**config.mk**
```make
export PLATFORM = sky130hd
export DESIGN_NAME = sorted_list_queue
export DESIGN_NICKNAME = d
export VERILOG_FILES = /design/src/hw/rtl/slq_pkg.sv /design/src/hw/rtl/slq_ram.sv /design/src/hw/rtl/sorted_list_queue.sv
export SDC_FILE = /design/constraint.sdc
export NUM_CORES = 1
export LEC_CHECK = 0
export ABC_AREA = 1
export BUFFER_PORTS_ARGS = -buffer_cell sky130_fd_sc_hd__buf_2
export CELL_PAD_IN_SITES_DETAIL_PLACEMENT = 1
export CELL_PAD_IN_SITES_GLOBAL_PLACEMENT = 1
export CORE_MARGIN = 8
export CORE_UTILIZATION = 40
export CTS_CLUSTER_DIAMETER = 80
export DETAILED_ROUTE_END_ITERATION = 8
export HOLD_SLACK_MARGIN = 0.06
export PLACE_DENSITY = 0.71
export SYNTH_ARGS = -nofsm -noshare
export SYNTH_HDL_FRONTEND = slang
export SYNTH_SLANG_ARGS = --single-unit
export TNS_END_PERCENT = 50
```
**constraint.sdc**
```tcl
create_clock -name aclk -period 5.39 [get_ports aclk]
set_input_delay 1.078 -clock aclk [delete_from_list [all_inputs] [get_ports aclk]]
set_output_delay 1.078 -clock aclk [all_outputs]
set_load 0.005 [all_outputs]
```
**src/hw/rtl/slq_pkg.sv**
```systemverilog
`default_nettype none

package slq_pkg;

    localparam int CAPACITY = 16;
    localparam int ADDR_W   = (CAPACITY > 1) ? $clog2(CAPACITY) : 1;
    localparam int CNT_W    = $clog2(CAPACITY + 1);
    localparam int DATA_W   = 32;

    localparam logic [CNT_W-1:0] CAP_CNT = CNT_W'(CAPACITY);

    localparam logic [2:0] CMD_PUSH_FRONT    = 3'd0;
    localparam logic [2:0] CMD_INSERT_SORTED = 3'd1;
    localparam logic [2:0] CMD_POP_FRONT     = 3'd2;
    localparam logic [2:0] CMD_SEARCH        = 3'd3;
    localparam logic [2:0] CMD_COUNT         = 3'd4;

    localparam logic [1:0] ST_OK        = 2'd0;
    localparam logic [1:0] ST_FULL      = 2'd1;
    localparam logic [1:0] ST_EMPTY     = 2'd2;
    localparam logic [1:0] ST_NOT_FOUND = 2'd3;

    // Slot of the idx-th entry counted from the head, circular buffer.
    function automatic logic [ADDR_W-1:0] phys_addr(input logic [ADDR_W-1:0] head,
                                                    input logic [ADDR_W-1:0] idx);
        logic [ADDR_W:0] sum;
        sum = (ADDR_W+1)'(head) + (ADDR_W+1)'(idx);
        if (sum >= (ADDR_W+1)'(CAPACITY)) begin
            sum = sum - (ADDR_W+1)'(CAPACITY);
        end
        return sum[ADDR_W-1:0];
    endfunction

    function automatic logic [ADDR_W-1:0] prev_addr(input logic [ADDR_W-1:0] head);
        logic [ADDR_W-1:0] res;
        if (head == '0) begin
            res = ADDR_W'(CAPACITY - 1);
        end else begin
            res = head - ADDR_W'(1);
        end
        return res;
    endfunction

    function automatic logic [3:0] low4(input logic [CNT_W-1:0] v);
        logic [31:0] w;
        w = 32'(v);
        return w[3:0];
    endfunction

    function automatic logic [4:0] low5(input logic [CNT_W-1:0] v);
        logic [31:0] w;
        w = 32'(v);
        return w[4:0];
    endfunction

endpackage

`default_nettype wire

```
**src/hw/rtl/slq_ram.sv**
```systemverilog
`default_nettype none

module slq_ram #(
    parameter int DEPTH  = 16,
    parameter int DATA_W = 32
) (
    input  wire logic                                        clk,
    input  wire logic                                        we,
    input  wire logic [((DEPTH > 1) ? $clog2(DEPTH) : 1)-1:0] waddr,
    input  wire logic [DATA_W-1:0]                           wdata,
    input  wire logic [((DEPTH > 1) ? $clog2(DEPTH) : 1)-1:0] raddr,
    output logic      [DATA_W-1:0]                           rdata
);

    logic [DATA_W-1:0] mem [DEPTH];

    always_ff @(posedge clk) begin
        if (we) begin
            mem[waddr] <= wdata;
        end
    end

    always_ff @(posedge clk) begin
        rdata <= mem[raddr];
    end

endmodule

`default_nettype wire

```
**src/hw/rtl/sorted_list_queue.sv**
```systemverilog
// sorted_list_queue: bounded list of signed 32-bit values, head first.
// Input channel s_valid/s_ready carries a request: s_cmd and s_value.
// Result channel m_valid/m_ready returns one result per request: m_status,
// m_data, m_position and m_entries_held (count after the request).
// Entries sit in a circular buffer in one synchronous RAM (one write port,
// one read port, registered read). push_front, count and requests refused
// at once (full insert, empty pop, search of an empty list) finish without
// a RAM walk. pop_front reads the head entry. search streams the list
// through the read port, one entry per cycle. insert_sorted walks the
// whole list, reading one entry each cycle and, from the insert point on,
// writing the shifted one back, then writes the tail slot. The block is
// ready for the next request as soon as the previous result is loaded
// into the output register, so a result that waits for m_ready does not
// block the next request until the block has another result ready. A
// stalled receiver holds the result register.
// Reset (aresetn low, synchronous) empties the list; RAM contents are
// not cleared and are never read before being written.
`default_nettype none

module sorted_list_queue import slq_pkg::*; (
    input  wire logic               aclk,
    input  wire logic               aresetn,
    input  wire logic               s_valid,
    output logic                    s_ready,
    input  wire logic [2:0]         s_cmd,
    input  wire logic signed [31:0] s_value,
    output logic                    m_valid,
    input  wire logic               m_ready,
    output logic [1:0]              m_status,
    output logic signed [31:0]      m_data,
    output logic [3:0]              m_position,
    output logic [4:0]              m_entries_held
);

    localparam logic [1:0] S_IDLE = 2'd0;
    localparam logic [1:0] S_SCAN = 2'd1;
    localparam logic [1:0] S_TAIL = 2'd2;
    localparam logic [1:0] S_FIN  = 2'd3;

    logic [1:0]               state_reg, state_next;
    logic [2:0]               cmd_reg, cmd_next;
    logic signed [31:0]       value_reg, value_next;
    logic [ADDR_W-1:0]        head_reg, head_next;
    logic [CNT_W-1:0]         count_reg, count_next;
    logic [CNT_W-1:0]         idx_reg, idx_next;
    logic [CNT_W-1:0]         rd_idx_reg, rd_idx_next;
    logic                     rd_pend_reg, rd_pend_next;
    logic                     placed_reg, placed_next;
    logic [DATA_W-1:0]        carry_reg, carry_next;
    logic [1:0]               res_status_reg, res_status_next;
    logic signed [31:0]       res_data_reg, res_data_next;
    logic [CNT_W-1:0]         res_pos_reg, res_pos_next;
    logic                     m_valid_reg, m_valid_next;
    logic [1:0]               m_status_reg, m_status_next;
    logic signed [31:0]       m_data_reg, m_data_next;
    logic [3:0]               m_position_reg, m_position_next;
    logic [4:0]               m_entries_held_reg, m_entries_held_next;

    logic                     ram_we;
    logic [ADDR_W-1:0]        ram_waddr;
    logic [DATA_W-1:0]        ram_wdata;
    logic [ADDR_W-1:0]        ram_raddr;
    logic [DATA_W-1:0]        ram_rdata;

    logic [CNT_W-1:0]         scan_limit;
    logic                     last_rd;
    logic                     full;

    slq_ram #(
        .DEPTH  (CAPACITY),
        .DATA_W (DATA_W)
    ) u_ram (
        .clk   (aclk),
        .we    (ram_we),
        .waddr (ram_waddr),
        .wdata (ram_wdata),
        .raddr (ram_raddr),
        .rdata (ram_rdata)
    );

    assign scan_limit = (cmd_reg == CMD_POP_FRONT) ? CNT_W'(1) : count_reg;
    assign last_rd    = (rd_idx_reg + CNT_W'(1)) == scan_limit;
    assign full       = (count_reg == CAP_CNT);

    always_comb begin
        state_next          = state_reg;
        cmd_next            = cmd_reg;
        value_next          = value_reg;
        head_next           = head_reg;
        count_next          = count_reg;
        idx_next            = idx_reg;
        rd_idx_next         = rd_idx_reg;
        rd_pend_next        = rd_pend_reg;
        placed_next         = placed_reg;
        carry_next          = carry_reg;
        res_status_next     = res_status_reg;
        res_data_next       = res_data_reg;
        res_pos_next        = res_pos_reg;
        m_valid_next        = m_valid_reg && !m_ready;
        m_status_next       = m_status_reg;
        m_data_next         = m_data_reg;
        m_position_next     = m_position_reg;
        m_entries_held_next = m_entries_held_reg;
        s_ready             = 1'b0;
        ram_we              = 1'b0;
        ram_waddr           = head_reg;
        ram_wdata           = value_reg;
        ram_raddr           = phys_addr(head_reg, idx_reg[ADDR_W-1:0]);

        case (state_reg)
            S_IDLE: begin
                s_ready = 1'b1;
                if (s_valid) begin
                    cmd_next        = s_cmd;
                    value_next      = s_value;
                    idx_next        = '0;
                    rd_pend_next    = 1'b0;
                    placed_next     = 1'b0;
                    res_status_next = ST_OK;
                    res_data_next   = '0;
                    res_pos_next    = '0;
                    state_next      = S_FIN;
                    case (s_cmd)
                        CMD_PUSH_FRONT: begin
                            if (full) begin
                                res_status_next = ST_FULL;
                            end else begin
                                head_next  = prev_addr(head_reg);
                                ram_we     = 1'b1;
                                ram_waddr  = prev_addr(head_reg);
                                ram_wdata  = s_value;
                                count_next = count_reg + CNT_W'(1);
                            end
                        end
                        CMD_INSERT_SORTED: begin
                            if (full) begin
                                res_status_next = ST_FULL;
                            end else if (count_reg == '0) begin
                                state_next = S_TAIL;
                            end else begin
                                state_next = S_SCAN;
                            end
                        end
                        CMD_POP_FRONT: begin
                            if (count_reg == '0) begin
                                res_status_next = ST_EMPTY;
                            end else begin
                                state_next = S_SCAN;
                            end
                        end
                        CMD_SEARCH: begin
                            if (count_reg == '0) begin
                                res_status_next = ST_NOT_FOUND;
                            end else begin
                                state_next = S_SCAN;
                            end
                        end
                        default: begin
                        end
                    endcase
                end
            end

            S_SCAN: begin
                // read of entry idx is issued here, its data arrives next cycle
                if (idx_reg < scan_limit) begin
                    rd_pend_next = 1'b1;
                    rd_idx_next  = idx_reg;
                    idx_next     = idx_reg + CNT_W'(1);
                end else begin
                    rd_pend_next = 1'b0;
                end
                if (rd_pend_reg) begin
                    case (cmd_reg)
                        CMD_POP_FRONT: begin
                            res_data_next = ram_rdata;
                            head_next     = phys_addr(head_reg, ADDR_W'(1));
                            count_next    = count_reg - CNT_W'(1);
                            state_next    = S_FIN;
                        end
                        CMD_SEARCH: begin
                            if (ram_rdata == value_reg) begin
                                res_data_next = value_reg;
                                res_pos_next  = rd_idx_reg;
                                state_next    = S_FIN;
                            end else if (last_rd) begin
                                res_status_next = ST_NOT_FOUND;
                                state_next      = S_FIN;
                            end
                        end
                        default: begin
                            // insert: once placed, every later entry moves one slot down
                            ram_waddr = phys_addr(head_reg, rd_idx_reg[ADDR_W-1:0]);
                            if (placed_reg) begin
                                ram_we     = 1'b1;
                                ram_wdata  = carry_reg;
                                carry_next = ram_rdata;
                            end else if ($signed(ram_rdata) >= value_reg) begin
                                ram_we      = 1'b1;
                                ram_wdata   = value_reg;
                                carry_next  = ram_rdata;
                                placed_next = 1'b1;
                            end
                            if (last_rd) begin
                                state_next = S_TAIL;
                            end
                        end
                    endcase
                end
            end

            S_TAIL: begin
                ram_we     = 1'b1;
                ram_waddr  = phys_addr(head_reg, count_reg[ADDR_W-1:0]);
                ram_wdata  = placed_reg ? carry_reg : value_reg;
                count_next = count_reg + CNT_W'(1);
                state_next = S_FIN;
            end

            S_FIN: begin
                if (!m_valid_reg || m_ready) begin
                    m_valid_next        = 1'b1;
                    m_status_next       = res_status_reg;
                    m_data_next         = res_data_reg;
                    m_position_next     = low4(res_pos_reg);
                    m_entries_held_next = low5(count_reg);
                    state_next          = S_IDLE;
                end
            end

            default: begin
                state_next = S_IDLE;
            end
        endcase
    end

    always_ff @(posedge aclk) begin
        if (!aresetn) begin
            state_reg   <= S_IDLE;
            head_reg    <= '0;
            count_reg   <= '0;
            rd_pend_reg <= 1'b0;
            m_valid_reg <= 1'b0;
        end else begin
            state_reg   <= state_next;
            head_reg    <= head_next;
            count_reg   <= count_next;
            rd_pend_reg <= rd_pend_next;
            m_valid_reg <= m_valid_next;
        end
    end

    always_ff @(posedge aclk) begin
        cmd_reg            <= cmd_next;
        value_reg          <= value_next;
        idx_reg            <= idx_next;
        rd_idx_reg         <= rd_idx_next;
        placed_reg         <= placed_next;
        carry_reg          <= carry_next;
        res_status_reg     <= res_status_next;
        res_data_reg       <= res_data_next;
        res_pos_reg        <= res_pos_next;
        m_status_reg       <= m_status_next;
        m_data_reg         <= m_data_next;
        m_position_reg     <= m_position_next;
        m_entries_held_reg <= m_entries_held_next;
    end

    assign m_valid        = m_valid_reg;
    assign m_status       = m_status_reg;
    assign m_data         = m_data_reg;
    assign m_position     = m_position_reg;
    assign m_entries_held = m_entries_held_reg;

    a_count_bound: assert property (@(posedge aclk) disable iff (!aresetn)
        count_reg <= CAP_CNT)
        else $error("entry count above capacity");

    a_push_grows: assert property (@(posedge aclk) disable iff (!aresetn)
        (s_valid && s_ready && s_cmd == CMD_PUSH_FRONT && !full)
        |=> count_reg == $past(count_reg) + CNT_W'(1))
        else $error("push_front did not add an entry");

    a_empty_status: assert property (@(posedge aclk) disable iff (!aresetn)
        (m_valid && m_status == ST_EMPTY) |-> m_entries_held == 5'd0)
        else $error("empty status with entries held");

    a_full_status: assert property (@(posedge aclk) disable iff (!aresetn)
        (m_valid && m_status == ST_FULL) |-> m_entries_held == low5(CAP_CNT))
        else $error("full status while list not full");

endmodule

`default_nettype wire

```
==> results_dict.tcl, run 1 <==
set metrics [dict create \
    drv_slew 0 \
    cts_tree "built" \
    initial_utilization_pct 40.4 \
    synth.area.top_cells "edfxtp_1 67%, a21oi_1 4.3%, mux2i_1 4.3%" \
    max-slew-margin-rel_pct 9.18 \
    p_leak_nw 12.5 \
    largest-register "u_ram.mem" \
    cts_sinks 716 \
    h-tree-depth 3 \
    cts_hold_buffers 0 \
    insertion_delay_ps 620 \
    synth_xor_area_share_pct 0.526 \
    ys.flop_type "edfxtp_1" \
    cts_buffers 74 \
    crit_fanout 25 \
    gr-usage-all-layers_pct 19.0 \
    maxCapViolations 0 \
    dr.pass1.iters 7 \
    hold_path_startpoint "res_data_reg[14]" \
    synth-adder-area-share_pct 2.69 \
    clk_path_buf_depth 3 \
    dr_total_vias 19182 \
    worst_path_largest_cell_delay_ps 920 \
    yosys.area_share.simple_pct 5.54 \
    synth_top_area_share_pct 67.2 \
    core_mm2 0.0743 \
    yosys_register_bits 716 \
    finalNetCount 2529 \
    synth_edf_count 671 \
    setup_violations 0 \
    die_y_um 290 \
    grt-ovfl-total 0 \
    post-route-util_pct 46.1 \
    drt_first_iter_violations 1479 \
    worstReg2RegEnd "u_ram.mem[13][13]" \
    clkSlewWorstSetupHoldPaths_ps 70 \
    yosysTopAreaCell "edfxtp_1" \
    synth_compound_area_share_pct 12.0 \
    r2r-start "value_reg[7]" \
    skew_ps 38.8 \
    hold_path_depth 0 \
    port_buffers 83 \
    grt_pass1_vias 20548 \
    synth_commonest_cells "671 x edfxtp_1, 257 x a21oi_1, 245 x o21ai_0, 223 x inv_1, 209 x nand2_1" \
    fin_ws_ps 1210 \
    peakVddDrop_v 0.000451 \
    hold_end "m_data[14]" \
    diodes 0 \
    setup.worst_path.end_class "register" \
    drive_gt1_share_pct 12.5 \
    wl_per_cell_um 23.7 \
    die_area_mm2 0.0840 \
    yosysMostFrequentCell "edfxtp_1" \
    hold_class "register to register" \
    synth_cells 2328 \
    wl_um 82000 \
    synth.cell_area_mm2 0.0300 \
    worst_r2r_path_depth 13 \
    max_freq_mhz 239 \
    grt_pass1_wl_um 125000 \
    antenna_found_initial 4 \
    synth_top_family_by_area "compound AO/OA/AOI/OAI gates" \
    synth.avg_cell_area_um2 12.9 \
    synth.area.mux_share_pct 4.27 \
    dp_slack_ps 1230 \
    period_minus_slack_ps 4180 \
    crit_chain "inv_1 > ha_1 > nand2_1 > nor2_1 > nand4_1 > nor3_1 > a21oi_1 > nand3_2 > nand2_2 > nand2_1 > nand2_2 > nor2_4 > buf_4" \
    drt-vias-per-instance 5.56 \
    regToRegSetupSlack_ps 1210 \
    ys_types 51 \
    area_delta_synth_final_pct 14.2 \
    fin_crit_sh_pct 77.6 \
    power.density_mw_per_mm2 683 \
    ys_seq_area_share_pct 70.2 \
    synth_warnings 0 \
    drc 0 \
    synth_fp_nets 2429 \
    cts_resized 0 \
    tightest_slew_ps 1360 \
    hold_viol_final 0 \
    clock-root-buffer "clkbuf_16" \
    largest_reg_flops 512 \
    slowest_stage "nor2_4" \
    ys_async_sr_fraction_pct 0 \
    ios 84 \
    placementRows 100 \
    die_x_um 290 \
    post_cts_buffers 0 \
    tns_ps 0 \
    grt_setup_unrepaired "no" \
    cp-start-kind "register" \
    worstPathArrival_ps 4490 \
    critPathKind "register to register" \
    hpwl_um 50600 \
    worstPathRequired_ps 5700 \
    grt_start_max_net_pins 123 \
    status "finished, final reports clean" \
    place_congestion 0.849 \
    ant_nets 0 \
]
[final cells by class]
type | count | area (um^2)
Fill cell | 7655 | 40100
Sequential cell | 716 | 21100
Multi-Input combinational cell | 1259 | 7740
Clock buffer | 103 | 2040
Tap cell | 969 | 1210
Timing Repair Buffer | 146 | 1000
Inverter | 231 | 873
Clock inverter | 29 | 337
[per-stage QoR]
step	std cells	total power [mW]	instance area [um^2]	hold slack, ps
detailed placement	3319	18.3	31900	406
floorplan	2328	14.6	30000	400
CTS	3451	23.5	34200	417
finish	3453	23.4	34300	418
global placement	3319	17.8	31900	403
global route	3453	24.6	34300	424
[worst max-delay path by stage]
stage | start | end | slack [ps]
2_1_floorplan | s_cmd[2] | u_ram.mem[9][0] | 1410
6_report | value_reg[7] | u_ram.mem[13][13] | 1210
3_3_place_gp | value_reg[7] | u_ram.mem[13][13] | 1290
3_5_place_dp | value_reg[7] | u_ram.mem[13][0] | 1230
4_1_cts | value_reg[7] | u_ram.mem[13][13] | 1180
5_1_grt | value_reg[7] | u_ram.mem[13][13] | 1060
[critical path: cells and delay by family, from the launching register on]
| kind | cells | cell delay (ps) |
|---|---|---|
| buffers and inverters | 2 | 400 |
| and+or+nand+nor | 9 | 2620 |
| DFF | 1 | 340 |
| AOI/OAI and AO/OA | 1 | 190 |
| adders and majority gates | 1 | 310 |
[cells by family (layout without fill, tap and decap cells)]
kind of cell,count (synthesis),count (layout)
compound gates,655,655
xor+xnor,18,18
fa+ha+maj,62,62
buf+inv,353,509
flops,716,716
mux,128,128
simple gates,396,396
[per-layer routing]
metal  track usage [%]  wire length (um)
met5                 0                 0
met3              3.35              4750
met1              24.3             35100
met4              5.68              1690
met2              32.7             40400
[power breakdown]
group / internal (mW) / switching [mW] / total, mW
clock: 2.99 / 2.11 / 5.10
combinational: 2.83 / 7.05 / 9.88
sequential: 7.95 / 0.482 / 8.43
[cell usage in the layout (no fill, tap or decap), types with 9 or more instances in the layout]
| master | n |
|---|---|
| xor2_1 | 11 |
| edfxtp_1 | 671 |
| nor2_4 | 18 |
| buf_4 | 54 |
| dfxtp_1 | 45 |
| clkbuf_1 | 23 |
| clkinv_1 | 9 |
| nand3_1 | 38 |
| mux2i_1 | 128 |
| nor2_1 | 97 |
| clkbuf_16 | 76 |
| o211ai_1 | 66 |
| buf_12 | 9 |
| ha_1 | 57 |
| o22ai_1 | 26 |
| a21oi_1 | 255 |
| a31oi_1 | 36 |
| buf_2 | 83 |
| o21ai_0 | 245 |
| inv_1 | 223 |
| nand2_1 | 209 |
| clkinv_2 | 14 |
Note: power is estimated with default switching activity, not from simulation.
==> run 2, diff against run 1 <==
- PLACE_DENSITY: 0.71 -> 0.74
- clock period: 5.39 -> 3.5 ns (I/O delays scaled with it)
==> results_dict.tcl, run 2 (same netlist as run 1, synthesis figures left out) <==
set metrics [dict create \
    status "finished, final reports clean" \
    met3_length_um 4710 \
    post_dp_cell_area_mm2 0.0323 \
    max-slew-margin-rel_pct 17.6 \
    largest_reg_flops 512 \
    r2r-start "value_reg[7]" \
    wl_per_cell_um 23.1 \
    cts_buffers 71 \
    p_leak_nw 12.6 \
    maxCapViolations 0 \
    regToRegSetupSlack_ps 270 \
    max_freq_mhz 310 \
    wl_met2_um 39000 \
    worst_r2r_path_depth 15 \
    layout_commonest_cell "edfxtp_1" \
    place_congestion 0.884 \
    setup_violations 0 \
    top_layer "met4" \
    largest-register "u_ram.mem" \
    grt_setup_unrepaired "no" \
    drc 0 \
    die_x_um 290 \
    met1Wirelength_um 34700 \
    hold_class "input port to register" \
    clock-root-buffer "clkbuf_16" \
    dr.pass1.iters 5 \
    critPathKind "register to register" \
    cts_tree "built" \
    insertion_delay_ps 620 \
    dp_slack_ps 89.2 \
    hold_viol_final 0 \
    hold_path_depth 1 \
    stdcell_count 3487 \
    drive_gt1_share_pct 13.6 \
    skew_ps 21.5 \
    setup.worst_path.end_class "register" \
    initial_utilization_pct 40.4 \
    clk_path_buf_depth 3 \
    post-route-util_pct 46.5 \
    drt_first_iter_violations 1210 \
    dp_cells 3357 \
    hpwl_um 52300 \
    dr_total_vias 19117 \
    fin_crit_sh_pct 92.3 \
    worstReg2RegEnd "u_ram.mem[13][12]" \
    ios 84 \
    finalNetCount 2563 \
    final_cell_mix "671 x edfxtp_1, 255 x a21oi_1, 245 x o21ai_0, 223 x inv_1, 209 x nand2_1" \
    period_minus_slack_ps 3230 \
    cts_sinks 716 \
    gr-usage-all-layers_pct 18.6 \
    num-fill-cells 7608 \
    worstPathRequired_ps 3780 \
    ant_nets 0 \
    grt_pass1_wl_um 123000 \
    final_area_mm2 0.0346 \
    die_area_mm2 0.0840 \
    hold_path_startpoint "s_value[4]" \
    grt_start_max_net_pins 98 \
    drt-vias-per-instance 5.48 \
    drv_slew 0 \
    power_mw 36.5 \
    wl_um 80500 \
    grt-ovfl-total 0 \
    area_delta_synth_final_pct 15.3 \
    worstPathArrival_ps 3510 \
    antenna_found_initial 1 \
    h-tree-depth 3 \
    crit_fanout 32 \
    port_buffers 83 \
    peakVddDrop_v 0.000775 \
    placementRows 100 \
    grt_pass1_vias 20339 \
    die_y_um 290 \
    fin_ws_ps 270 \
    cp-start-kind "register" \
    power.density_mw_per_mm2 1060 \
    clkSlewWorstSetupHoldPaths_ps 60 \
    tightest_slew_ps 1240 \
    core_mm2 0.0743 \
    hold_end "value_reg[4]" \
]
-- run 2: changes by cell type in the layout (fill, tap and decap cells not counted), moves of 3 or more --
cell	delta
clkbuf_16	-5
clkinv_1	+3
buf_12	+13
buf_4	+24
clkbuf_1	-4
-- run 2: where the power goes --
part	internal (mW)	switching, mW	total (mW)
clock	4.30	3.18	7.48
sequential	12.2	0.633	12.9
combinational	4.82	11.3	16.2
total	21.3	15.1	36.5
-- run 2: worst max-delay path by stage --
stage                 start           endpoint  slack (ps)  depth (start not counted)
6_report       value_reg[7]  u_ram.mem[13][12]         270                         15
3_5_place_dp   value_reg[7]   u_ram.mem[7][10]          90                         14
2_1_floorplan   head_reg[1]   u_ram.mem[11][0]        -120                          9
5_1_grt        value_reg[7]  u_ram.mem[13][11]          70                         15
4_1_cts        value_reg[7]   u_ram.mem[13][8]          20                         15
3_3_place_gp   value_reg[7]   u_ram.mem[11][8]         350                         15
-- run 2: metrics by stage --
| stage | hold WS [ps] | setup TNS [ps] |
|---|---|---|
| after floorplan | 400 | -40420 |
| after global placement | 400 | 0 |
| after detailed placement | 406 | 0 |
| after CTS | 241 | 0 |
| after global routing | 263 | 0 |
| final | 276 | 0 |
-- run 2: what timing repair did --
item | in CTS | in global routing
gates resized for setup | 0 | 1
hold buffers | 0 | 0
setup endpoints to repair | 0 | 319
endpoints found under the hold margin | 0 | 0
buffers inserted | 0 | 1
-- run 2: routing by layer --
| layer | GRT usage, % | vias to the layer above |
|---|---|---|
| met4 | 5.80 | 0 |
| li1 | - | 8718 |
| met5 | 0 | - |
| met3 | 3.58 | 126 |
| met2 | 31.3 | 555 |
| met1 | 24.2 | 9718 |
-- run 2: cell type report --
class | count | area, um^2 | share of cell area (%)
Antenna cell | 2 | 5.00 | 0.0145
Clock buffer | 95 | 1920 | 5.55
Clock inverter | 32 | 333 | 0.963
Inverter | 231 | 872 | 2.52
Multi-Input combinational cell | 1259 | 7740 | 22.4
Sequential cell | 716 | 21100 | 60.9
Tap cell | 969 | 1210 | 3.51
Timing Repair Buffer | 183 | 1440 | 4.17
-- run 2: critical path, stage by stage, from the launching register on --
cell and delay (ps):
edfxtp_1 340, inv_1 90, ha_1 310, nand2_1 80, nor2_1 210, nand4_1 140, nor3_1 290, buf_4 200
a21oi_1 90, nand3_2 160, nand2_2 60, nand2_1 100, nand2_4 200, buf_4 250, nor2_4 110, buf_12 250
